**src/hdl/mmcd_pkg.sv**
```systemverilog
// ----------------------------------------------------------------------------
// mmcd_pkg
// Shared widths, register codes, reset values and types of the min/max
// column decimator.
// ----------------------------------------------------------------------------
`default_nettype none

package mmcd_pkg;

    localparam int N_BITS        = 24;
    localparam int W_BITS        = 13;
    localparam int COL_BITS      = 12;
    localparam int SAMPLE_BITS   = 16;
    localparam int MAX_COLUMNS   = 4096;
    localparam int SPREAD_SHIFT  = 5;
    localparam int SPREAD_BITS   = N_BITS + SPREAD_SHIFT;
    localparam int CFG_IDX_BITS  = 2;
    localparam int CFG_DATA_BITS = 24;
    localparam int QUEUE_DEPTH   = 4;
    localparam int QPTR_BITS     = $clog2(QUEUE_DEPTH);
    localparam int QCNT_BITS     = QPTR_BITS + 1;
    localparam int DIV_CNT_BITS  = $clog2(N_BITS + 1);

    localparam logic [N_BITS-1:0]   RESET_TOTAL = N_BITS'(1024);
    localparam logic [W_BITS-1:0]   RESET_COLS  = W_BITS'(512);
    localparam logic [N_BITS-1:0]   RESET_Q     = N_BITS'(1024 / 512);
    localparam logic [COL_BITS-1:0] RESET_R     = COL_BITS'(1024 % 512);

    typedef enum logic [CFG_IDX_BITS-1:0] {
        REG_TOTAL_SAMPLES = 2'd0,
        REG_COLUMN_COUNT  = 2'd1
    } t_cfg_reg;

    typedef enum logic [1:0] {
        DIV_IDLE,
        DIV_LOAD,
        DIV_RUN
    } t_div_state;

    typedef logic signed [SAMPLE_BITS-1:0] t_sample;

    typedef struct packed {
        logic                busy;
        logic                restart;
        logic [N_BITS-1:0]   step_q;
        logic [COL_BITS-1:0] step_r;
        logic [W_BITS-1:0]   eff_w;
        logic [N_BITS-1:0]   last_idx;
    } t_frame_cfg;

endpackage

`default_nettype wire

```
**src/hdl/mmcd_sample_if.sv**
```systemverilog
// ----------------------------------------------------------------------------
// mmcd_sample_if
// Valid/ready channel carrying one audio sample per transfer.
// ----------------------------------------------------------------------------
`default_nettype none

interface mmcd_sample_if;

    logic              valid;
    logic              ready;
    mmcd_pkg::t_sample sample;

    modport source (output valid, output sample, input ready);
    modport sink   (input valid, input sample, output ready);

endinterface

`default_nettype wire

```
**src/hdl/mmcd_result_if.sv**
```systemverilog
// ----------------------------------------------------------------------------
// mmcd_result_if
// Valid/ready channel carrying one column peak pair per transfer.
// ----------------------------------------------------------------------------
`default_nettype none

interface mmcd_result_if;

    logic                          valid;
    logic                          ready;
    logic [mmcd_pkg::COL_BITS-1:0] column;
    mmcd_pkg::t_sample             low_peak;
    mmcd_pkg::t_sample             high_peak;
    logic                          run_last;
    logic                          frame_last;

    modport source (
        output valid, output column, output low_peak, output high_peak,
        output run_last, output frame_last, input ready
    );
    modport sink (
        input valid, input column, input low_peak, input high_peak,
        input run_last, input frame_last, output ready
    );

endinterface

`default_nettype wire

```
**src/hdl/mmcd_cfg.sv**
```systemverilog
// ----------------------------------------------------------------------------
// mmcd_cfg
// Configuration registers, clamping of the column count and a bit-serial
// divider that produces the per-column step quotient and remainder.
// ----------------------------------------------------------------------------
`default_nettype none

module mmcd_cfg (
    input  wire logic                                i_clk,
    input  wire logic                                i_rst_n,
    input  wire logic                                i_cfg_we,
    input  wire logic [mmcd_pkg::CFG_IDX_BITS-1:0]   i_cfg_idx,
    input  wire logic [mmcd_pkg::CFG_DATA_BITS-1:0]  i_cfg_data,
    output      mmcd_pkg::t_frame_cfg                o_frame
);
    import mmcd_pkg::*;

    logic [N_BITS-1:0]       r_total, n_total;
    logic [W_BITS-1:0]       r_cols, n_cols;
    t_div_state              r_state, n_state;
    logic [DIV_CNT_BITS-1:0] r_cnt, n_cnt;
    logic [N_BITS-1:0]       r_quot, n_quot;
    logic [W_BITS-1:0]       r_rem, n_rem;
    logic [W_BITS-1:0]       r_eff_w, n_eff_w;
    logic [N_BITS-1:0]       r_last_idx, n_last_idx;
    logic [N_BITS-1:0]       r_step_q, n_step_q;
    logic [COL_BITS-1:0]     r_step_r, n_step_r;
    logic                    r_restart, n_restart;

    logic [N_BITS-1:0]      eff_n;
    logic [W_BITS-1:0]      w_nz, w_cap, eff_w;
    logic [SPREAD_BITS-1:0] spread;
    logic [W_BITS:0]        rem_sh;
    logic                   rem_ge;
    logic [W_BITS-1:0]      div_rem;
    logic [N_BITS-1:0]      div_quot;

    // effective frame size and column count
    always_comb begin
        eff_n  = (r_total == '0) ? N_BITS'(1) : r_total;
        w_nz   = (r_cols == '0) ? W_BITS'(1) : r_cols;
        w_cap  = (w_nz > W_BITS'(MAX_COLUMNS)) ? W_BITS'(MAX_COLUMNS) : w_nz;
        spread = {eff_n, SPREAD_SHIFT'(0)};
        eff_w  = (SPREAD_BITS'(w_cap) > spread) ? spread[W_BITS-1:0] : w_cap;
    end

    // one restoring divide step
    always_comb begin
        rem_sh   = {r_rem, r_quot[N_BITS-1]};
        rem_ge   = rem_sh >= {1'b0, r_eff_w};
        div_rem  = rem_ge ? W_BITS'(rem_sh - {1'b0, r_eff_w}) : rem_sh[W_BITS-1:0];
        div_quot = {r_quot[N_BITS-2:0], rem_ge};
    end

    always_comb begin
        n_total    = r_total;
        n_cols     = r_cols;
        n_state    = r_state;
        n_cnt      = r_cnt;
        n_quot     = r_quot;
        n_rem      = r_rem;
        n_eff_w    = r_eff_w;
        n_last_idx = r_last_idx;
        n_step_q   = r_step_q;
        n_step_r   = r_step_r;
        n_restart  = 1'b0;
        case (r_state)
            DIV_IDLE: ;
            DIV_LOAD: begin
                n_eff_w    = eff_w;
                n_last_idx = eff_n - 1'b1;
                n_quot     = eff_n;
                n_rem      = '0;
                n_cnt      = DIV_CNT_BITS'(N_BITS);
                n_state    = DIV_RUN;
            end
            DIV_RUN: begin
                n_quot = div_quot;
                n_rem  = div_rem;
                n_cnt  = r_cnt - 1'b1;
                if (r_cnt == DIV_CNT_BITS'(1)) begin
                    n_state   = DIV_IDLE;
                    n_step_q  = div_quot;
                    n_step_r  = div_rem[COL_BITS-1:0];
                    n_restart = 1'b1;
                end
            end
            default: n_state = DIV_IDLE;
        endcase
        if (i_cfg_we) begin
            case (i_cfg_idx)
                REG_TOTAL_SAMPLES: begin
                    n_total   = i_cfg_data[N_BITS-1:0];
                    n_state   = DIV_LOAD;
                    n_restart = 1'b0;
                end
                REG_COLUMN_COUNT: begin
                    n_cols    = i_cfg_data[W_BITS-1:0];
                    n_state   = DIV_LOAD;
                    n_restart = 1'b0;
                end
                default: ;
            endcase
        end
    end

    always_ff @(posedge i_clk) begin
        if (!i_rst_n) begin
            r_total    <= RESET_TOTAL;
            r_cols     <= RESET_COLS;
            r_state    <= DIV_IDLE;
            r_cnt      <= '0;
            r_eff_w    <= RESET_COLS;
            r_last_idx <= RESET_TOTAL - 1'b1;
            r_step_q   <= RESET_Q;
            r_step_r   <= RESET_R;
            r_restart  <= 1'b0;
        end else begin
            r_total    <= n_total;
            r_cols     <= n_cols;
            r_state    <= n_state;
            r_cnt      <= n_cnt;
            r_eff_w    <= n_eff_w;
            r_last_idx <= n_last_idx;
            r_step_q   <= n_step_q;
            r_step_r   <= n_step_r;
            r_restart  <= n_restart;
        end
    end

    always_ff @(posedge i_clk) begin
        r_quot <= n_quot;
        r_rem  <= n_rem;
    end

    always_comb begin
        o_frame.busy     = (r_state != DIV_IDLE) || r_restart;
        o_frame.restart  = r_restart;
        o_frame.step_q   = r_step_q;
        o_frame.step_r   = r_step_r;
        o_frame.eff_w    = r_eff_w;
        o_frame.last_idx = r_last_idx;
    end

endmodule

`default_nettype wire

```
**src/hdl/mmcd_queue.sv**
```systemverilog
// ----------------------------------------------------------------------------
// mmcd_queue
// Front end: takes sample transfers into a short queue ahead of the column
// sequencer.
// ----------------------------------------------------------------------------
`default_nettype none

module mmcd_queue (
    input  wire logic                  i_clk,
    input  wire logic                  i_rst_n,
    mmcd_sample_if.sink                i_sample_ch,
    input  wire logic                  i_block,
    input  wire logic                  i_pop,
    output      logic                  o_head_valid,
    output      mmcd_pkg::t_sample     o_head
);
    import mmcd_pkg::*;

    t_sample              r_mem [QUEUE_DEPTH];
    logic [QPTR_BITS-1:0] r_wr, n_wr;
    logic [QPTR_BITS-1:0] r_rd, n_rd;
    logic [QCNT_BITS-1:0] r_count, n_count;
    logic                 push;

    assign i_sample_ch.ready = (r_count != QCNT_BITS'(QUEUE_DEPTH)) && !i_block;
    assign push              = i_sample_ch.valid && i_sample_ch.ready;
    assign o_head_valid      = r_count != '0;
    assign o_head            = r_mem[r_rd];

    always_comb begin
        n_wr    = push ? QPTR_BITS'(r_wr + 1'b1) : r_wr;
        n_rd    = i_pop ? QPTR_BITS'(r_rd + 1'b1) : r_rd;
        n_count = r_count + QCNT_BITS'(push) - QCNT_BITS'(i_pop);
    end

    always_ff @(posedge i_clk) begin
        if (!i_rst_n) begin
            r_wr    <= '0;
            r_rd    <= '0;
            r_count <= '0;
        end else begin
            r_wr    <= n_wr;
            r_rd    <= n_rd;
            r_count <= n_count;
        end
    end

    always_ff @(posedge i_clk) begin
        if (push) begin
            r_mem[r_wr] <= i_sample_ch.sample;
        end
    end

endmodule

`default_nettype wire

```
**src/hdl/mmcd_back.sv**
```systemverilog
// ----------------------------------------------------------------------------
// mmcd_back
// Column sequencer: steps column bounds, tracks running peaks and emits one
// column result per cycle into the output register when it has room.
// ----------------------------------------------------------------------------
`default_nettype none

module mmcd_back (
    input  wire logic                  i_clk,
    input  wire logic                  i_rst_n,
    input  wire mmcd_pkg::t_frame_cfg  i_frame,
    input  wire logic                  i_head_valid,
    input  wire mmcd_pkg::t_sample     i_head,
    output      logic                  o_pop,
    mmcd_result_if.source              o_result_ch
);
    import mmcd_pkg::*;

    logic [COL_BITS-1:0] r_col, n_col;
    logic [N_BITS-1:0]   r_si, n_si;
    logic [N_BITS-1:0]   r_nb, n_nb;
    logic [COL_BITS-1:0] r_brem, n_brem;
    logic                r_nonempty, n_nonempty;
    t_sample             r_min, n_min;
    t_sample             r_max, n_max;

    logic                r_out_valid, n_out_valid;
    logic [COL_BITS-1:0] r_out_col, n_out_col;
    t_sample             r_out_low, n_out_low;
    t_sample             r_out_high, n_out_high;
    logic                r_out_run_last, n_out_run_last;
    logic                r_out_frame_last, n_out_frame_last;

    logic [W_BITS-1:0]   col_p1;
    logic [W_BITS:0]     col_p2;
    logic                loop_cond, loop_next, at_last;
    logic [W_BITS-1:0]   rem_sum;
    logic                carry;
    logic [N_BITS-1:0]   nb_next;
    logic [COL_BITS-1:0] brem_next;
    t_sample             a_min, a_max;
    logic                active, emit, out_free, go, pop;

    always_comb begin
        col_p1    = W_BITS'(r_col) + 1'b1;
        col_p2    = (W_BITS+1)'(r_col) + 2'd2;
        loop_cond = (col_p1 < i_frame.eff_w) && (r_nb == r_si);
        at_last   = r_si == i_frame.last_idx;
        rem_sum   = W_BITS'(r_brem) + W_BITS'(i_frame.step_r);
        carry     = rem_sum >= i_frame.eff_w;
        nb_next   = r_nb + i_frame.step_q + N_BITS'(carry);
        brem_next = carry ? COL_BITS'(rem_sum - i_frame.eff_w) : rem_sum[COL_BITS-1:0];
        loop_next = (col_p2 < {1'b0, i_frame.eff_w}) && (nb_next == r_si);
        a_min     = (!r_nonempty || (i_head < r_min)) ? i_head : r_min;
        a_max     = (!r_nonempty || (i_head > r_max)) ? i_head : r_max;
        active    = i_head_valid && !i_frame.busy;
        emit      = active && (loop_cond || at_last);
        out_free  = !r_out_valid || o_result_ch.ready;
        go        = active && (!emit || out_free);
        pop       = go && (loop_cond ? (!loop_next && !at_last) : 1'b1);
    end

    assign o_pop = pop;

    always_comb begin
        n_col      = r_col;
        n_si       = r_si;
        n_nb       = r_nb;
        n_brem     = r_brem;
        n_nonempty = r_nonempty;
        n_min      = r_min;
        n_max      = r_max;
        if (i_frame.restart) begin
            n_col      = '0;
            n_si       = '0;
            n_nb       = i_frame.step_q;
            n_brem     = i_frame.step_r;
            n_nonempty = 1'b0;
        end else if (go) begin
            if (loop_cond) begin
                n_col  = COL_BITS'(col_p1);
                n_nb   = nb_next;
                n_brem = brem_next;
                if (pop) begin
                    n_nonempty = 1'b1;
                    n_min      = i_head;
                    n_max      = i_head;
                    n_si       = r_si + 1'b1;
                end else begin
                    n_nonempty = 1'b0;
                end
            end else if (at_last) begin
                n_col      = '0;
                n_si       = '0;
                n_nb       = i_frame.step_q;
                n_brem     = i_frame.step_r;
                n_nonempty = 1'b0;
            end else begin
                n_nonempty = 1'b1;
                n_min      = a_min;
                n_max      = a_max;
                n_si       = r_si + 1'b1;
            end
        end
    end

    always_comb begin
        n_out_valid      = r_out_valid && !o_result_ch.ready;
        n_out_col        = r_out_col;
        n_out_low        = r_out_low;
        n_out_high       = r_out_high;
        n_out_run_last   = r_out_run_last;
        n_out_frame_last = r_out_frame_last;
        if (go && emit) begin
            n_out_valid      = 1'b1;
            n_out_col        = r_col;
            n_out_frame_last = col_p1 == i_frame.eff_w;
            if (loop_cond) begin
                n_out_low      = r_nonempty ? r_min : '0;
                n_out_high     = r_nonempty ? r_max : '0;
                n_out_run_last = !loop_next && !at_last;
            end else begin
                n_out_low      = a_min;
                n_out_high     = a_max;
                n_out_run_last = 1'b1;
            end
        end
    end

    always_ff @(posedge i_clk) begin
        if (!i_rst_n) begin
            r_col       <= '0;
            r_si        <= '0;
            r_nb        <= RESET_Q;
            r_brem      <= RESET_R;
            r_nonempty  <= 1'b0;
            r_out_valid <= 1'b0;
        end else begin
            r_col       <= n_col;
            r_si        <= n_si;
            r_nb        <= n_nb;
            r_brem      <= n_brem;
            r_nonempty  <= n_nonempty;
            r_out_valid <= n_out_valid;
        end
    end

    always_ff @(posedge i_clk) begin
        r_min            <= n_min;
        r_max            <= n_max;
        r_out_col        <= n_out_col;
        r_out_low        <= n_out_low;
        r_out_high       <= n_out_high;
        r_out_run_last   <= n_out_run_last;
        r_out_frame_last <= n_out_frame_last;
    end

    assign o_result_ch.valid      = r_out_valid;
    assign o_result_ch.column     = r_out_col;
    assign o_result_ch.low_peak   = r_out_low;
    assign o_result_ch.high_peak  = r_out_high;
    assign o_result_ch.run_last   = r_out_run_last;
    assign o_result_ch.frame_last = r_out_frame_last;

    a_no_pop_busy: assert property (@(posedge i_clk) disable iff (!i_rst_n)
        i_frame.busy |-> !pop)
        else $error("sample consumed during divide");

    a_col_range: assert property (@(posedge i_clk) disable iff (!i_rst_n)
        !i_frame.busy |-> (W_BITS'(r_col) < i_frame.eff_w))
        else $error("column index beyond column count");

    a_brem_range: assert property (@(posedge i_clk) disable iff (!i_rst_n)
        !i_frame.busy |-> (W_BITS'(r_brem) < i_frame.eff_w))
        else $error("boundary remainder not reduced");

    a_si_range: assert property (@(posedge i_clk) disable iff (!i_rst_n)
        !i_frame.busy |-> (r_si <= i_frame.last_idx))
        else $error("sample index past frame end");

    a_frame_wrap: assert property (@(posedge i_clk) disable iff (!i_rst_n)
        (go && !loop_cond && at_last) |=> (r_si == '0 && r_col == '0 && !r_nonempty))
        else $error("frame did not restart after last sample");

endmodule

`default_nettype wire

```
**src/hdl/min_max_column_decimator_top.sv**
```systemverilog
// ----------------------------------------------------------------------------
// Throughput: one sample per cycle while the queue has room and no divide
//   runs; a sample that closes k columns holds the sequencer while it emits
//   them (one result per cycle while the output is taken, at most 33 for one
//   sample). An accepted sample is stored in the queue, then the sequencer
//   puts its result in the output register. A register write runs a serial
//   divide; samples wait until it ends. Reset: 1024 samples, 512 columns.
// ----------------------------------------------------------------------------
// min_max_column_decimator_top
// Splits a sample stream into display columns and reports min/max per column.
// ----------------------------------------------------------------------------
`default_nettype none

module min_max_column_decimator_top (
    input  wire logic                                i_clk,
    input  wire logic                                i_rst_n,
    input  wire logic                                i_cfg_we,
    input  wire logic [mmcd_pkg::CFG_IDX_BITS-1:0]   i_cfg_idx,
    input  wire logic [mmcd_pkg::CFG_DATA_BITS-1:0]  i_cfg_data,
    mmcd_sample_if.sink                              i_sample_ch,
    mmcd_result_if.source                            o_result_ch
);
    import mmcd_pkg::*;

    t_frame_cfg frame;
    logic       head_valid;
    t_sample    head;
    logic       pop;

    mmcd_cfg u_cfg (
        .i_clk      (i_clk),
        .i_rst_n    (i_rst_n),
        .i_cfg_we   (i_cfg_we),
        .i_cfg_idx  (i_cfg_idx),
        .i_cfg_data (i_cfg_data),
        .o_frame    (frame)
    );

    mmcd_queue u_queue (
        .i_clk        (i_clk),
        .i_rst_n      (i_rst_n),
        .i_sample_ch  (i_sample_ch),
        .i_block      (frame.busy),
        .i_pop        (pop),
        .o_head_valid (head_valid),
        .o_head       (head)
    );

    mmcd_back u_back (
        .i_clk        (i_clk),
        .i_rst_n      (i_rst_n),
        .i_frame      (frame),
        .i_head_valid (head_valid),
        .i_head       (head),
        .o_pop        (pop),
        .o_result_ch  (o_result_ch)
    );

endmodule

`default_nettype wire

```
**src/flat_wrapper.sv**
```systemverilog
// flat-port wrapper written by rule: the top's interface ports become plain ports
module min_max_column_decimator_top_flat import mmcd_pkg::*;
  (i_clk, i_rst_n, i_cfg_we, i_cfg_idx, i_cfg_data, i_sample_ch_valid, i_sample_ch_sample, i_sample_ch_ready, o_result_ch_valid, o_result_ch_column, o_result_ch_low_peak, o_result_ch_high_peak, o_result_ch_run_last, o_result_ch_frame_last, o_result_ch_ready);
  mmcd_sample_if i_sample_ch_i ();
  mmcd_result_if o_result_ch_i ();
  input  wire logic i_clk;
  input  wire logic i_rst_n;
  input  wire logic i_cfg_we;
  input  wire logic [mmcd_pkg::CFG_IDX_BITS-1:0] i_cfg_idx;
  input  wire logic [mmcd_pkg::CFG_DATA_BITS-1:0] i_cfg_data;
  input wire logic [$bits(i_sample_ch_i.valid)-1:0] i_sample_ch_valid;
  input wire logic [$bits(i_sample_ch_i.sample)-1:0] i_sample_ch_sample;
  output wire logic [$bits(i_sample_ch_i.ready)-1:0] i_sample_ch_ready;
  output wire logic [$bits(o_result_ch_i.valid)-1:0] o_result_ch_valid;
  output wire logic [$bits(o_result_ch_i.column)-1:0] o_result_ch_column;
  output wire logic [$bits(o_result_ch_i.low_peak)-1:0] o_result_ch_low_peak;
  output wire logic [$bits(o_result_ch_i.high_peak)-1:0] o_result_ch_high_peak;
  output wire logic [$bits(o_result_ch_i.run_last)-1:0] o_result_ch_run_last;
  output wire logic [$bits(o_result_ch_i.frame_last)-1:0] o_result_ch_frame_last;
  input wire logic [$bits(o_result_ch_i.ready)-1:0] o_result_ch_ready;
  assign i_sample_ch_i.valid = i_sample_ch_valid;
  assign i_sample_ch_i.sample = i_sample_ch_sample;
  assign i_sample_ch_ready = i_sample_ch_i.ready;
  assign o_result_ch_valid = o_result_ch_i.valid;
  assign o_result_ch_column = o_result_ch_i.column;
  assign o_result_ch_low_peak = o_result_ch_i.low_peak;
  assign o_result_ch_high_peak = o_result_ch_i.high_peak;
  assign o_result_ch_run_last = o_result_ch_i.run_last;
  assign o_result_ch_frame_last = o_result_ch_i.frame_last;
  assign o_result_ch_i.ready = o_result_ch_ready;
  min_max_column_decimator_top u_core (.i_clk(i_clk), .i_rst_n(i_rst_n), .i_cfg_we(i_cfg_we), .i_cfg_idx(i_cfg_idx), .i_cfg_data(i_cfg_data), .i_sample_ch(i_sample_ch_i), .o_result_ch(o_result_ch_i));
endmodule
```
**config.mk**
```make
export PLATFORM = sky130hd
export DESIGN_NAME = min_max_column_decimator_top_flat
export DESIGN_NICKNAME = d
export VERILOG_FILES = /design/src/hdl/mmcd_pkg.sv /design/src/hdl/mmcd_sample_if.sv /design/src/hdl/mmcd_result_if.sv /design/src/hdl/mmcd_cfg.sv /design/src/hdl/mmcd_queue.sv /design/src/hdl/mmcd_back.sv /design/src/hdl/min_max_column_decimator_top.sv /design/src/flat_wrapper.sv
export SDC_FILE = /design/constraint.sdc
export NUM_CORES = 1
export LEC_CHECK = 0
export BUFFER_PORTS_ARGS = -buffer_cell sky130_fd_sc_hd__buf_2
export CAP_MARGIN = 25
export CORE_MARGIN = 3
export CORE_UTILIZATION = 56
export DETAILED_ROUTE_END_ITERATION = 12
export PLACE_DENSITY = 0.74
export SYNTH_ARGS = -nofsm -noshare
export SYNTH_HDL_FRONTEND = slang
export SYNTH_SLANG_ARGS = --single-unit
```
**constraint.sdc**
```tcl
create_clock -name i_clk -period 8.6 [get_ports i_clk]
set_clock_uncertainty 0.2 [all_clocks]
set_input_delay 0.43 -clock i_clk [delete_from_list [all_inputs] [get_ports i_clk]]
set_output_delay 0.43 -clock i_clk [all_outputs]
set_load 0.01 [all_outputs]
```
==> metrics.cfg, run 1 <==
[synthesis]
synth-main-ff-cell=dfxtp_1
syn_nets=2493
synth_top_cell_by_area=edfxtp_1
ys_seq_area_share_pct=43.1
syn_area_mm2=0.0218
netlist_instances=2299
synth_top_area_share_pct=24.6
synthArstFlopShare_pct=0
synth.yosys.warnings=0
synth_edf_count=179
yosys-top-cells-area=edfxtp_1 25%, dfxtp_1 18%, ha_1 8.1%
yosys.cell_types.count=87
ys_ff_latch=380
avgSynthCellArea_um2=9.49

[status]
outcome=finished, final reports clean

[sta]
fmax_mhz=122
slew_viol_final=0
finalSetupTns_ns=0
setup_viol=0
max-slew-margin-rel_pct=32.9
worst_pin_slew_ns=0.993
fin_crit_ns=8.17
final-hold-violation-count=0
min_period_over_period_pct=95.0

[routing]
drt_pass1_iterations=5
finalWirelength_mm=56.0
vias=17400
vias_per_cell=6.00
drc_errors=0
detail-route-antenna-nets=0
drt_iter0_drc=1473
avgRoutedWirePerCell_um=19.3

[clocking]
clock_path_buffers=3
cts_buffers=42
path_clk_slew_ns=0.06
cts_tree=done
clk_latency_ns=0.56
htree_levels=2
cts.sinks=380
cts_root_buf=clkbuf_16

[hold_path]
hp-start=i_cfg_we
hp-class=in2reg
holdPathEnd=u_core.u_cfg.r_state[0]
hold_depth=4

[floorplanning]
start_util_pct=57.4
core_area_mm2=0.0380
dieWidth_um=203
fp.dieArea_mm2=0.0414
rows=71
io_pins=95
die_h_um=203

[finish]
area_delta_synth_final_pct=12.5
num_antenna_cells=0
fin_area_mm2=0.0245
nets=2559
nFillCells=3081
drive_gt1_share_pct=11.8

[global_route]
gr-max-usage-layer=met2
antenna_found_initial=0
use_met1_pct=38.1
track_usage_pct=26.9
grt_overflow=0
grt_pass1_vias=16800
grt_pass1_wl_mm=90.1
grt_max_degree=89
grtUsageMet2_pct=43.3
grtUsageMet3_pct=3.99

[worst_setup_path]
reg2reg_slack_ns=0.43
worstPathRequired_ns=8.82
critical_path_class=reg2reg
critPathTopFamily=compound AO/OA/AOI/OAI gates
crit_buf_inv=5
critical-path-max-stage-delay_ns=0.42
regToRegEndpoint=u_core.u_queue.r_count[2]
rr_startpoint=u_core.u_cfg.r_step_r[0]
cp-start-kind=flip-flop
r2r_cells=40
worstPathArrival_ns=8.39
crit_path_top_delay_cell=fa_1
cp-end-kind=flip-flop
cp_max_fo=7
worst_path_most_repeated_cell=inv_1

[placement]
dpl_cell_area_mm2=0.0226
post-dp-hpwl_mm=39.8
portBuffers=94
routabilityCongestion=0.986

[power_and_ir_drop]
ir_worst_vdd_v=0.000185
leakagePower_nw=9.54
power_density_mw_per_mm2=271

[flow_run]
maxCapViolations=0

through the flow:
step / util (%) / std cells / hold WS, ns / worst slack, ns / power, mW
after global routing: 64.5 / 2909 / 0.137 / -0.0208 / 7.02
final: 64.5 / 2909 / 0.119 / 0.429 / 6.66
after global placement: 59.2 / 2782 / 0.259 / 0.344 / 4.60
after CTS: 64.3 / 2902 / 0.0956 / 0.141 / 6.62
after floorplan: - / 2299 / 0.206 / 0.943 / 4.08
after detailed placement: 59.3 / 2785 / 0.264 / -0.00248 / 4.70
worst min-delay path: cells and delay by family:
family | cells | cell delay (ns)
compound gates | 1 | 0.14
simple gates | 2 | 0.20
buf+inv | 1 | 0.08
routing by layer:
metal / vias up / routed length [µm]
met3: 101 / 3510
met4: 0 / 1470
met1: 8315 / 25200
met5: - / 0
met2: 606 / 25800
li1: 8420 / -
synthesized netlist by cell type, types with 16 or more instances:
cell,n
edfxtp_1,179
mux4_2,16
and2_1,16
nor2b_1,23
nor4_1,25
nand2b_1,22
ha_1,141
clkbuf_1,114
o211ai_1,21
a21oi_1,171
xnor2_1,108
mux2i_1,40
dfxtp_1,201
nand3_1,59
inv_1,110
nand4_1,32
mux2_2,32
nor3_1,40
and3_1,31
nand2_1,279
o21ai_0,104
o21a_1,23
nor2_1,172
xor2_1,46
a211oi_1,26
a22o_1,37
layout make-up:
class                      count  area (µm²)  area share [%]
clock buffer                  57        1220            4.98
clock inverter                20         246            1.00
inverter                     112         424            1.73
multi-input combinational   1670       11500            46.9
sequential                   380        9400            38.3
tap                          511         639            2.61
timing repair buffer         159        1090            4.46
cells by family after synthesis:
family,share of synthesized area [%]
flops,43.1
mux,5.14
fa+ha+maj,8.64
simple gates,16.0
buf+inv,4.51
xor+xnor,6.70
compound gates,15.9
how the worst max path moves through the flow:
| stage | startpoint | endpoint | slack, ns | cells after the start |
|---|---|---|---|---|
| 6_report | u_core.u_cfg.r_step_r[0] | u_core.u_queue.r_count[2] | 0.43 | 40 |
| 5_1_grt | u_core.u_cfg.r_step_r[0] | u_core.u_queue.r_count[2] | -0.02 | 38 |
| 4_1_cts | u_core.u_cfg.r_step_r[0] | u_core.u_queue.r_count[2] | 0.14 | 38 |
| 3_5_place_dp | u_core.u_cfg.r_step_r[0] | u_core.u_queue.r_count[2] | -0.002 | 38 |
| 3_3_place_gp | u_core.u_cfg.r_step_r[0] | u_core.u_queue.r_count[2] | 0.34 | 38 |
| 2_1_floorplan | u_core.u_cfg.r_step_r[0] | u_core.u_queue.r_count[2] | 0.94 | 39 |
sequential cells by signal, summed over array words and instances, names as in the netlist, 3 cells and up, named ones only:
name	cells
u_core.u_queue.r_mem	64
u_core.u_back.r_nb	24
u_core.u_back.r_si	24
u_core.u_cfg.r_last_idx	24
u_core.u_cfg.r_quot	24
u_core.u_cfg.r_step_q	24
u_core.u_cfg.r_total	24
u_core.u_back.o_result_ch.high_peak	16
u_core.u_back.o_result_ch.low_peak	16
u_core.u_back.r_max	16
u_core.u_back.r_min	16
u_core.u_cfg.r_cols	13
u_core.u_cfg.r_eff_w	13
u_core.u_cfg.r_rem	13
u_core.u_back.o_result_ch.column	12
u_core.u_back.r_brem	12
u_core.u_back.r_col	12
u_core.u_cfg.r_step_r	12
u_core.u_cfg.r_cnt	5
u_core.u_queue.r_count	3
cells in the final DEF (no fill, tap or decap), types with 23 or more instances in the layout:
master | synthesis | layout
a21oi_1 | 171 | 170
dlygate4sd3_1 | 0 | 40
a211oi_1 | 26 | 26
dfxtp_1 | 201 | 201
nand4_1 | 32 | 32
nor2_1 | 172 | 171
edfxtp_1 | 179 | 179
a22o_1 | 37 | 37
inv_1 | 110 | 109
xor2_1 | 46 | 46
o21a_1 | 23 | 23
o21ai_0 | 104 | 104
nand2_1 | 279 | 279
nand3_1 | 59 | 59
nor4_1 | 25 | 25
xnor2_1 | 108 | 108
nor2b_1 | 23 | 23
ha_1 | 141 | 140
nor3_1 | 40 | 39
and3_1 | 31 | 31
clkbuf_16 | 0 | 46
buf_2 | 10 | 94
mux2_2 | 32 | 32
mux2i_1 | 40 | 40
repair_timing:
action	CTS	global route
gates resized for setup	1	8
endpoints found under the setup margin	1	2
hold endpoints to repair	101	0
gates cloned	0	0
hold buffers	40	0
setup buffers	0	6
pin swaps	0	6
where the power goes:
group	total [mW]	switching (mW)	internal [mW]	leakage, nW
combinational	2.30	1.38	0.917	5.51
sequential	2.46	0.175	2.28	3.30
clock	1.90	0.744	1.15	0.726
(Power assumes the default switching activity.)
==> run 2, diff against run 1 <==
--- a/config.mk
+++ b/config.mk
@@ -8,9 +8,9 @@
 export BUFFER_PORTS_ARGS = -buffer_cell sky130_fd_sc_hd__buf_2
 export CAP_MARGIN = 25
 export CORE_MARGIN = 3
-export CORE_UTILIZATION = 56
+export CORE_UTILIZATION = 24
 export DETAILED_ROUTE_END_ITERATION = 12
-export PLACE_DENSITY = 0.74
+export RECOVER_POWER = 50
 export SYNTH_ARGS = -nofsm -noshare
 export SYNTH_HDL_FRONTEND = slang
 export SYNTH_SLANG_ARGS = --single-unit
==> run 2 against run 1 <==
  * The flow now finishes with violations (max-capacitance violations, max-slew violations)
  * Hold slack better by 0.0038 ns
  * First-iteration DRC count decreased by 2.2%
  * Count of clock-buffer cells in the layout down 6
  * Routed wire length increased by 6.1%
  * Cell count rose by 23%
  * Combinational power hardly changed
  * Fmax is 1.8% higher
  * Critical path depth down 2
  * Cell area grew 3.0%
  * Utilization fell by 36 points
  * Critical endpoint unchanged
  * Largest cell class unchanged
  * Highest routed layer unchanged
==> metrics.cfg, run 2 (synthesis results as in run 1) <==
[placement]
portBuffers=94  ; unchanged
dp.cells=3445  ; was 2785
post-dp-hpwl_mm=43.0  ; was 39.8 mm
pre_cts_ws_ns=0.0535  ; was -0.00248 ns
routabilityCongestion=0.911  ; was 0.986
dpl_cell_area_mm2=0.0234  ; was 0.0226 mm²

[global_route]
grt_overflow=0  ; unchanged
grtUsageMet2_pct=18.5  ; was 43.3%
gr-max-usage-layer=met2  ; unchanged
use_met1_pct=17.9  ; was 38.1%
grtUsageMet3_pct=2.15  ; was 3.99%
grt_pass1_vias=16200  ; was 16800
grt_max_degree=74  ; was 89
antenna_found_initial=0  ; unchanged
grt_pass1_wl_mm=92.8  ; was 90.1 mm
track_usage_pct=12.2  ; was 26.9%

[sta]
finalSetupTns_ns=0  ; unchanged
fmax_mhz=125  ; was 122 MHz
fin_ws_ns=0.573  ; was 0.429 ns
fin_crit_ns=8.03  ; was 8.17 ns
setup_viol=0  ; unchanged
min_period_over_period_pct=93.3  ; was 95.0%
max-slew-margin-rel_pct=-51.3  ; was 32.9%
final-hold-violation-count=0  ; unchanged
worst_pin_slew_ns=2.27  ; was 0.993 ns
slew_viol_final=146  ; was 0

[clocking]
cts_buffers=41  ; was 42
clock_path_buffers=3  ; unchanged
htree_levels=2  ; unchanged
cts.sinks=380  ; unchanged
cts_root_buf=clkbuf_16  ; unchanged
path_clk_slew_ns=0.06  ; about the same
cts_tree=done  ; unchanged
clk_latency_ns=0.57  ; was 0.56 ns

[power_and_ir_drop]
power_density_mw_per_mm2=266  ; was 271 mW/mm²
ir_worst_vdd_v=0.000176  ; was 0.000185 V
leakagePower_nw=9.37  ; was 9.54 nW
totalPowerFinal_mw=6.72  ; was 6.66 mW

[routing]
vias=17000  ; was 17400
drt_pass1_iterations=5  ; unchanged
detail-route-antenna-nets=0  ; unchanged
finalWirelength_mm=59.5  ; was 56.0 mm
avgRoutedWirePerCell_um=16.7  ; was 19.3 µm
drt_iter0_drc=1441  ; was 1473
drc_errors=0  ; unchanged
vias_per_cell=4.77  ; was 6.00

[floorplanning]
io_pins=95  ; unchanged
die_h_um=308  ; was 203 µm
fp.dieArea_mm2=0.0946  ; was 0.0414 mm²
rows=109  ; was 71
core_area_mm2=0.0892  ; was 0.0380 mm²
dieWidth_um=308  ; was 203 µm
start_util_pct=24.5  ; was 57.4%

[worst_setup_path]
cp-start-kind=flip-flop  ; unchanged
worstPathArrival_ns=8.26  ; was 8.39 ns
cp_max_fo=6  ; was 7
reg2reg_slack_ns=0.57  ; was 0.43 ns
worstPathRequired_ns=8.83  ; was 8.82 ns
worst_path_most_repeated_cell=inv_1  ; unchanged
regToRegEndpoint=u_core.u_queue.r_count[2]  ; unchanged
r2r_cells=38  ; was 40
critical-path-max-stage-delay_ns=0.47  ; was 0.42 ns
rr_startpoint=u_core.u_cfg.r_step_r[0]  ; unchanged
critical_path_class=reg2reg  ; unchanged
crit_buf_inv=6  ; was 5
crit_path_top_delay_cell=o311ai_1  ; was fa_1
critPathTopFamily=compound AO/OA/AOI/OAI gates  ; unchanged
cp-end-kind=flip-flop  ; unchanged

[finish]
nets=2561  ; was 2559
largest_reg_flops=64  ; unchanged
num_antenna_cells=0  ; unchanged
drive_gt1_share_pct=9.13  ; was 11.8%
final_common_cell=nand2_1  ; unchanged
fin_area_mm2=0.0253  ; was 0.0245 mm²
stdcell_count=3565  ; was 2909
most-common-layout-cells=279 x nand2_1, 201 x dfxtp_1, 179 x edfxtp_1, 171 x nor2_1, 169 x a21oi_1  ; was 279 x nand2_1, 201 x dfxtp_1, 179 x edfxtp_1, 171 x nor2_1, 170 x a21oi_1
area_delta_synth_final_pct=15.9  ; was 12.5%
regMostFlops=u_core.u_queue.r_mem  ; unchanged

[hold_path]
hp-start=o_result_ch_ready  ; was i_cfg_we
hp-class=in2reg  ; unchanged
holdPathEnd=u_core.u_back.o_result_ch.valid  ; was u_core.u_cfg.r_state[0]
hold_depth=3  ; was 4

[status]
violations=max-capacitance violations, max-slew violations
outcome=finished, violations left  ; was finished, final reports clean

[flow_run]
maxCapViolations=3  ; was 0

run 2: cell count changes in the layout (fill, tap and decap cells not counted), moves of 2 or more:
cell / previous run / this run
buf_2: 94 / 29
clkbuf_1: 8 / 73
bufinv_16: 5 / 8
buf_4: 22 / 24
clkbuf_8: 3 / 1
clkinv_1: 0 / 2
clkinvlp_4: 1 / 3
run 2: metal layers:
metal	wire, µm	vias to the layer above
met1	29700	8036
met2	25200	409
met5	0	-
met3	3280	88
li1	-	8456
met4	1370	0
run 2: what timing repair did:
| action | 4_1_cts | 5_1_grt |
|---|---|---|
| endpoints found under the setup margin | 0 | 25 |
| gates resized for setup | 0 | 9 |
| endpoints found under the hold margin | 101 | 0 |
| buffers inserted | 0 | 3 |
| hold buffers | 40 | 0 |
run 2: layout make-up:
cell class                      instances  area (µm²)
Clock buffer                           51        1160
Inverter                              112         424
Sequential cell                       380        9400
Multi-Input combinational cell       1670       11500
Timing Repair Buffer                  162        1000
Fill cell                            9508       63900
Clock inverter                         25         342
Tap cell                             1165        1460
run 2: how the worst max path moves through the flow:
| stage | start | depth (start not counted) | endpoint |
|---|---|---|---|
| after floorplan | u_core.u_cfg.r_step_r[0] | 39 | u_core.u_queue.r_count[2] |
| after global placement | u_core.u_cfg.r_step_r[0] | 38 | u_core.u_queue.r_count[2] |
| after detailed placement | u_core.u_cfg.r_step_r[0] | 38 | u_core.u_queue.r_count[2] |
| after CTS | u_core.u_cfg.r_step_r[0] | 38 | u_core.u_queue.r_count[2] |
| after global routing | u_core.u_cfg.r_step_r[0] | 40 | u_core.u_queue.r_count[2] |
| final | u_core.u_cfg.r_step_r[0] | 38 | u_core.u_queue.r_count[2] |
run 2: tightest hold or removal path, stage by stage:
cell      delay, ns
buf_2          0.12
nand2b_1       0.20
a21oi_1        0.09
run 2: per-stage QoR:
step           util [%]  hold WS (ns)
4_1_cts            28.4        0.0414
6_report           28.3         0.123
3_3_place_gp       26.2         0.258
2_1_floorplan         -         0.206
3_5_place_dp       26.2         0.268
5_1_grt            28.3         0.132
run 2: power by group:
part	total [mW]	internal (mW)	switching, mW
Combinational	2.27	0.877	1.40
Sequential	2.46	2.28	0.182
Clock	1.98	1.20	0.775
Total	6.72	4.36	2.35
==> run 3, diff against run 2 <==
--- a/config.mk
+++ b/config.mk
@@ -11,6 +11,7 @@
 export CORE_UTILIZATION = 24
 export DETAILED_ROUTE_END_ITERATION = 12
 export RECOVER_POWER = 50
+export REMOVE_ABC_BUFFERS = 1
 export SYNTH_ARGS = -nofsm -noshare
 export SYNTH_HDL_FRONTEND = slang
 export SYNTH_SLANG_ARGS = --single-unit
==> run 3 against run 2 <==
  * Cell area is essentially flat
  * Critical endpoint unchanged
  * Non-clock buffer count is 3 lower
  * The flow still finishes with violations (max-capacitance violations, max-slew violations)
  * Sequential share of layout area about the same
  * First-iteration DRC count shrank 12%
  * Largest cell class unchanged
  * Register-to-register slack about the same
  * Utilization about the same
  * Hold slack worse by 0.10 ns
==> metrics.cfg, run 3 (synthesis results as in run 1) <==
[clocking]
clock_path_buffers=3  ; unchanged
htree_levels=2  ; unchanged
path_clk_slew_ns=0.07  ; was 0.06 ns
cts_buffers=42  ; was 41
clk_latency_ns=0.57  ; about the same
post_cts_buffers=0  ; unchanged
cts_tree=done  ; unchanged
cts.sinks=380  ; unchanged
cts_root_buf=clkbuf_16  ; unchanged

[power_and_ir_drop]
power_density_mw_per_mm2=263  ; was 266 mW/mm²
leakagePower_nw=9.35  ; was 9.37 nW
totalPowerFinal_mw=6.65  ; was 6.72 mW
ir_worst_vdd_v=0.000157  ; was 0.000176 V

[worst_setup_path]
crit_buf_inv=5  ; was 6
crit_path_top_delay_cell=fa_1  ; was o311ai_1
critical_path_class=reg2reg  ; unchanged
critical-path-max-stage-delay_ns=0.41  ; was 0.47 ns
crit_cells=40  ; was 38
worstPathRequired_ns=8.84  ; was 8.83 ns
cp-start-kind=flip-flop  ; unchanged
critPathTopFamily=adder cells  ; was compound AO/OA/AOI/OAI gates
cp_max_fo=4  ; was 6
worst_path_most_repeated_cell=inv_1  ; unchanged
cp-end-kind=flip-flop  ; unchanged
worstPathArrival_ns=8.26  ; about the same
r2r_cells=40  ; was 38
crit_path_start=u_core.u_cfg.r_step_r[0]  ; unchanged
rr_startpoint=u_core.u_cfg.r_step_r[0]  ; unchanged

[flow_run]
maxCapViolations=2  ; was 3

[floorplanning]
fp.dieArea_mm2=0.0946  ; unchanged
core_area_mm2=0.0892  ; unchanged
die_h_um=308  ; unchanged
dieWidth_um=308  ; unchanged
rows=109  ; unchanged
start_util_pct=24.5  ; unchanged
io_pins=95  ; unchanged

[finish]
most-common-layout-cells=279 x nand2_1, 201 x dfxtp_1, 179 x edfxtp_1, 171 x a21oi_1, 170 x nor2_1  ; was 279 x nand2_1, 201 x dfxtp_1, 179 x edfxtp_1, 171 x nor2_1, 169 x a21oi_1
drive_gt1_share_pct=9.05  ; was 9.13%
nets=2559  ; was 2561
largest_reg_flops=64  ; unchanged
area_delta_synth_final_pct=16.0  ; was 15.9%
final_common_cell=nand2_1  ; unchanged
num_antenna_cells=0  ; unchanged
regMostFlops=u_core.u_queue.r_mem  ; unchanged

[global_route]
grt_overflow=0  ; unchanged
antenna_found_initial=1  ; was 0
grt_pass1_wl_mm=92.8  ; about the same
grt_pass1_vias=16300  ; was 16200
grt_max_degree=74  ; unchanged
track_usage_pct=12.1  ; was 12.2%

[routing]
avgRoutedWirePerCell_um=16.4  ; was 16.7 µm
drc_errors=0  ; unchanged
vias=17100  ; was 17000
vias_per_cell=4.79  ; was 4.77
drt_pass1_iterations=5  ; unchanged
finalWirelength_mm=58.5  ; was 59.5 mm
drt_iter0_drc=1267  ; was 1441
detail-route-antenna-nets=0  ; unchanged

[sta]
finalSetupTns_ns=0  ; unchanged
max-slew-margin-rel_pct=-29.9  ; was -51.3%
slew_viol_final=72  ; was 146
fmax_mhz=125  ; about the same
min_period_over_period_pct=93.3  ; about the same
worst_pin_slew_ns=1.95  ; was 2.27 ns
setup_viol=0  ; unchanged
rsz0062_at_grt=no
final-hold-violation-count=0  ; unchanged
fin_crit_ns=8.02  ; was 8.03 ns

[status]
outcome=finished, violations left  ; unchanged
violations=max-capacitance violations, max-slew violations  ; unchanged

[hold_path]
hold_depth=2  ; was 3
hp-class=in2reg  ; unchanged
hp-start=i_rst_n  ; was o_result_ch_ready

[placement]
post-dp-hpwl_mm=43.1  ; was 43.0 mm
portBuffers=94  ; unchanged
routabilityCongestion=0.873  ; was 0.911

-- run 3: metal layers --
| metal | routed length, µm | part of all wire, % | track usage [%] | vias up |
|---|---|---|---|---|
| met5 | 0 | 0 | 0 | - |
| li1 | - | - | - | 8441 |
| met1 | 28700 | 49 | 17.6 | 8157 |
| met4 | 1030 | 1.8 | 2.80 | 0 |
| met2 | 25700 | 44 | 18.9 | 423 |
| met3 | 3150 | 5.4 | 1.93 | 66 |
-- run 3: path summary, 6_finish.rpt --
check | endpoint | slack (ns)
worst max-delay path | u_core.u_queue.r_count[2] | 0.58
worst min-delay path | u_core.u_cfg.r_cols[9] | 0.02
worst max register to register | u_core.u_queue.r_count[2] | 0.58
worst min register to register | u_core.u_cfg.r_eff_w[3] | 0.27
-- run 3: final cells by class --
type                    count  area (µm²)
multi-input cells        1670       11500
flip-flops and latches    380        9400
inverters                 112         425
clock inverters            20         267
fillers                  9439       63900
repair buffers            159         997
well taps                1165        1460
clock buffers              58        1240
-- run 3: per-stage QoR --
| stage | utilization, % | instance area, µm² | instances | hold WS [ns] | setup WS (ns) |
|---|---|---|---|---|---|
| floorplan | - | 21300 | 2162 | 0.244 | 0.524 |
| global placement | 26.2 | 23400 | 3439 | 0.255 | 0.293 |
| finish | 28.4 | 25300 | 3564 | 0.0230 | 0.576 |
| CTS | 28.3 | 25300 | 3558 | 0.0190 | 0.0803 |
| detailed placement | 26.2 | 23400 | 3440 | 0.261 | 0.106 |
| global route | 28.4 | 25300 | 3564 | 0.0333 | 0.0170 |
-- run 3: power breakdown --
| group | switching [mW] | internal, mW |
|---|---|---|
| Clock | 0.770 | 1.17 |
| Combinational | 1.38 | 0.891 |
| Sequential | 0.163 | 2.28 |
-- run 3: timing repair --
item | in CTS | in global routing
setup endpoints to repair | 0 | 25
hold buffers | 40 | 1
resized for setup | 0 | 10
hold endpoints to repair | 101 | 2
-- run 3: worst reg2reg max path, delay by kind of cell, from the launching register on --
kind / cells / cell delay, ns
AOI/OAI and AO/OA: 12 / 2.17
and+or+nand+nor: 12 / 1.92
buffers and inverters: 5 / 0.33
DFF: 1 / 0.34
adders and majority gates: 8 / 2.28
xor gates and xnor gates: 3 / 0.63
